<file path="config.mk">
export PLATFORM = sky130hd
export DESIGN_NAME = rvdiv_cell
export DESIGN_NICKNAME = d
export VERILOG_FILES = /design/src/hw/rtl/rvdiv_pkg.sv /design/src/hw/rtl/rvdiv_cell.sv
export SDC_FILE = /design/constraint.sdc
export NUM_CORES = 1
export LEC_CHECK = 0
export BUFFER_PORTS_ARGS = -buffer_cell sky130_fd_sc_hd__buf_2
export CORE_AREA = 5 5 201 203
export DETAILED_ROUTE_END_ITERATION = 10
export DIE_AREA = 0 0 206 208
export GPL_TIMING_DRIVEN = 0
export MAX_ROUTING_LAYER = met4
export PLACE_DENSITY_LB_ADDON = 0.08
export REMOVE_ABC_BUFFERS = 1
export SYNTH_ARGS = -nofsm -noshare
export SYNTH_HDL_FRONTEND = slang
export SYNTH_SLANG_ARGS = --single-unit
export TNS_END_PERCENT = 5
</file>
<file path="constraint.sdc">
create_clock -name clk -period 4.6 [get_ports clk]
set_clock_uncertainty 0.15 [all_clocks]
set_input_delay 0.69 -clock clk [delete_from_list [all_inputs] [get_ports clk]]
set_output_delay 0.69 -clock clk [all_outputs]
set_load 0.05 [all_outputs]
</file>
<file path="src/hw/rtl/rvdiv_pkg.sv">
// ----------------------------------------------------------------------------
// rvdiv_pkg: shared types and constants for the integer divider
// Holds the register width, request code bits and the word passed
// between the cells of the divider chain.
// ----------------------------------------------------------------------------
package rvdiv_pkg;

  localparam int XLEN = 64;
  localparam int NCELL = XLEN;

  localparam int RQ_UNSIGNED  = 0;
  localparam int RQ_REMAINDER = 1;
  localparam int RQ_WORD      = 2;

  // Sideband that travels with a word through the chain.
  typedef struct packed {
    logic            vld;
    logic            div_zero;
    logic            ovf;
    logic            word;
    logic            want_rem;
    logic            neg_q;
    logic            neg_r;
    logic [XLEN-1:0] a_orig;
  } rvdiv_ctl_t;

  // State of one division in flight.
  typedef struct packed {
    rvdiv_ctl_t      ctl;
    logic [XLEN-1:0] rem;
    logic [XLEN-1:0] quo;
    logic [XLEN-1:0] dvs;
  } rvdiv_word_t;

endpackage

</file>
<file path="src/hw/rtl/rvdiv_cell.sv">
// ----------------------------------------------------------------------------
// rvdiv_cell: one restoring division step
// Shifts in one dividend bit, trial-subtracts the divisor and registers
// the result for the next cell. The cell advances only when enabled.
// ----------------------------------------------------------------------------
module rvdiv_cell (
  input  logic                 clk,
  input  logic                 rst,
  input  logic                 en,
  input  rvdiv_pkg::rvdiv_word_t din,
  output rvdiv_pkg::rvdiv_word_t dout
);
  import rvdiv_pkg::*;

  logic [XLEN:0]   part;
  logic [XLEN:0]   diff;
  rvdiv_word_t     dout_next;

  always_comb begin
    part = {din.rem, din.quo[XLEN-1]};
    diff = part - {1'b0, din.dvs};
    dout_next = din;
    dout_next.quo = {din.quo[XLEN-2:0], ~diff[XLEN]};
    dout_next.rem = diff[XLEN] ? part[XLEN-1:0] : diff[XLEN-1:0];
  end

  always_ff @(posedge clk) begin
    if (rst) begin
      dout.ctl.vld <= 1'b0;
    end else if (en) begin
      dout.ctl.vld <= din.ctl.vld;
    end
    if (en) begin
      dout.ctl.div_zero <= dout_next.ctl.div_zero;
      dout.ctl.ovf      <= dout_next.ctl.ovf;
      dout.ctl.word     <= dout_next.ctl.word;
      dout.ctl.want_rem <= dout_next.ctl.want_rem;
      dout.ctl.neg_q    <= dout_next.ctl.neg_q;
      dout.ctl.neg_r    <= dout_next.ctl.neg_r;
      dout.ctl.a_orig   <= dout_next.ctl.a_orig;
      dout.rem          <= dout_next.rem;
      dout.quo          <= dout_next.quo;
      dout.dvs          <= dout_next.dvs;
    end
  end

endmodule

</file>
# Yosys cells after proc, flatten, opt, wreduce, memory -nomap -nowiden
# Cells that the tools add are included.
dict set report totals {
  register_bits 263
  output_inout_bits 263
  word_cells 14
}
dict set report classes {
  add_sub_neg 1
  n_mux 1
  bitwise_logic 1
}
# cell n
set ops {}
lappend ops {{$sub A65 B64 Y65} 1}
lappend ops {{$mux W64} 1}
lappend ops {{$not A1 Y1} 1}

# Longest topological paths before layout
dict set report logic_depth {
  depth_word 2
  depth_mapped 14
  ltp_nobuf 13
}

# Worst setup path after synthesis
# Ideal clock, no wire load.
dict set report synth_timing {
  path_kind {in2reg}
  from {input din[27] (netlist bit)}
  to {register dout[181] (netlist bit), data pin}
  setup_ns 0.262
  arrival_time_ns 3.516
  t_required_ns 4.188
  slack_ns 0.672
  stages 14
  path_buffers 2
  path_cell_list {inv_1 -> ha_1 -> buf_2 -> nand4_1 -> or4_1 -> or3_1 -> o32a_1 -> a21oi_2 -> o21ai_1 -> and2_4 -> o211a_4 -> inv_6 -> buf_6 -> mux2_1}
}
# element line_no
set synth_lines {}
lappend synth_lines {{start: declaration} rvdiv_cell.sv:10} ;# input rvdiv_pkg::rvdiv_word_t din,
lappend synth_lines {{end: declaration} rvdiv_cell.sv:11} ;# output rvdiv_pkg::rvdiv_word_t dout

==> results.json <==
{
  "status": "finished, final reports clean",
  "vias_per_cell": 4.79,
  "antenna_found_initial": 15,
  "synth_warnings": 0,
  "cp_cell_sequence": "buf_2, inv_1, ha_1, nand4_1, or4_1, or3_1, o32a_1, a21oi_2, o21ai_1, and2_4, o211a_4, inv_8, mux2_1",
  "finalPower_mw": 7.79,
  "cp.buffers_inverters": 3,
  "die_h_um": 208,
  "ctsResizeCount": 0,
  "synth_area_leaders": "edfxtp_1 61%, ha_1 6.2%, mux2_1 4.7%",
  "async_reset_ff_share_pct": 0,
  "fin_crit_sh_pct": 94.5,
  "finalSetupViolCount": 0,
  "dp_hpwl_mm": 34.9,
  "synth_top_area_share_pct": 60.6,
  "clock_latency_ns": 0.52,
  "end_kind": "flop",
  "p_leak_nw": 7.64,
  "synth_ff_type": "edfxtp_1",
  "slew_headroom_pct": 35.5,
  "whs_ns": 0.175,
  "regMostFlops": "dout",
  "ir_worst_vdd_uv": 259,
  "crit_arrival_ns": 4.46,
  "ctsHtreeMaxLevel": 2,
  "cts_tree": "done",
  "drc": 0,
  "dr.first_iter.drc_count": 466,
  "rows": 72,
  "synth_xor_area_share_pct": 3.84,
  "fillers": 3640,
  "portBuffers": 528,
  "hold_viol_final": 0,
  "avgSynthCellArea_um2": 12.9,
  "dr.pass1.iters": 4,
  "power.density_nw_per_um2": 449,
  "seq_area_um2": 7890,
  "cp_slowest_cell": "or4_1",
  "seq_area_frac_synth_pct": 60.7,
  "path_max_fanout": 60,
  "rsz0062_at_grt": "no",
  "die_x_um": 206,
  "postCtsSetupRepairBufs": 0,
  "path_class": "in2reg",
  "grt_first_pass_wirelength_mm": 63.3,
  "synth_edf_count": 262,
  "synth_simple_gate_area_share_pct": 7.52,
  "fmax_mhz": 230,
  "min_period_ns": 4.35,
  "maxCapViolCount": 0,
  "synth_top_family_by_area": "compound AO/OA/AOI/OAI gates",
  "vias": 10000,
  "cts_buffers": 34,
  "overflow": 0,
  "holdBufCountCts": 0,
  "die_area_um2": 42800,
  "drive_above_1_share_pct": 38.1,
  "syn_area_um2": 13000,
  "post_synth_fa_ha_maj_area_fraction_pct": 6.32,
  "multi_input_area_um2": 4610,
  "start_kind": "input pin",
  "pin_count": 529,
  "syn2layout_area_growth_pct": 33.5,
  "slew_violations": 0,
  "clock-sinks": 263,
  "wl_mm": 43.7,
  "root_buffer": "clkbuf_16",
  "yosys.cell_count.top_type": "edfxtp_1",
  "synth_cells": 1004,
  "synth_compound_area_share_pct": 12.2,
  "max_slew.worst_pin.slew_ns": 0.958,
  "core_area_um2": 38300,
  "clock_path_buffers": 3,
  "yosysTopAreaCell": "edfxtp_1",
  "fin_util_pct": 45.3,
  "grt_usage_pct": 20.0,
  "slowest_delay_ns": 0.63,
  "ys_seq_elements": 263,
  "initial_core_util_pct": 33.9,
  "path_clk_slew_ns": 0.05,
  "largest_reg_flops": 263,
  "crit_family": "simple AND/OR/NAND/NOR gates",
  "final_nets": 1868,
  "ant_nets": 0,
  "synthDistinctLibCells": 75,
  "hp-class": "in2reg",
  "synthMuxAreaShare_pct": 5.54,
  "gp_congestion": 0.857,
  "grt_max_degree": 123,
  "grt_pass1_vias": 10100,
  "synth_top_cells_by_count": "262 x edfxtp_1, 85 x inv_1, 76 x a21oi_1",
  "worstPathRequired_ns": 4.71,
  "reg_top3": "dout: 263 flops",
  "wire_per_inst_um": 20.9
}
-- path summary, 6_finish.rpt --
path	cells past startpoint	startpoint	slack (ns)	endpoint
setup reg to reg	2	dout[262]	3.86	dout[262]
hold reg to reg	2	dout[262]	0.35	dout[262]
hold / removal	2	rst	0.17	dout[262]
setup / recovery	13	din[27]	0.25	dout[166]
-- worst register-to-register path: cells and delay by family, from the launching register on --
kind             cells  cell delay [ns]
DFF                  1             0.31
and+or+nand+nor      1             0.05
muxes                1             0.12
-- layer usage --
metal  GRT usage [%]  vias up  share of wire (%)
met2            33.9      333                 50
met4            4.96        0                2.0
met5               -        -                  0
met3            7.44       39                9.5
met1            22.3     4805                 39
li1                -     4856                  -
-- kinds of logic after synthesis --
family / count (synthesis)
AO/OA/AOI/OAI: 240
XOR/XNOR: 57
adder cells (fa/ha/maj): 65
buffers and inverters: 119
flip-flops: 263
multiplexers: 64
AND/OR/NAND/NOR: 196
-- stage by stage --
| step | TNS, ns | cells | setup slack (ns) | cell area (um^2) |
|---|---|---|---|---|
| after CTS | 0 | 2078 | 0.163 | 17300 |
| final | 0 | 2093 | 0.254 | 17300 |
| after detailed placement | -19.46 | 2019 | -0.379 | 16200 |
| after global placement | -322.26 | 2017 | -1.20 | 16100 |
| after global routing | 0 | 2093 | 0.115 | 17300 |
| after floorplan | 0 | 971 | 0.513 | 12800 |
-- cells in the final DEF, fill, tap and decap left out, types with 23 or more instances in the layout --
cell,n
buf_2,527
edfxtp_1,262
inv_1,85
a21oi_1,76
ha_1,64
nand2_1,62
mux2_1,54
nor2_1,41
clkbuf_16,35
xnor2_1,34
a21o_1,32
o21ai_0,23
xor2_1,23
-- where the power goes --
part           switching, mW  total (mW)  leakage [nW]  internal, mW
registers             0.0524        2.99          2.57          2.94
clock network           1.04        2.66         0.544          1.62
logic                   1.55        2.13          4.52         0.586
total                   2.64        7.79          7.64          5.15
-- final cells by class --
class | instances | area share, %
timing repair buffer | 530 | 15.6
sequential | 263 | 45.5
multi-input combinational | 622 | 26.6
clock buffer | 40 | 5.16
antenna | 15 | 0.217
inverter | 86 | 1.91
clock inverter | 19 | 1.28
tap | 518 | 3.74
Power figures use the tool's default switching activity.
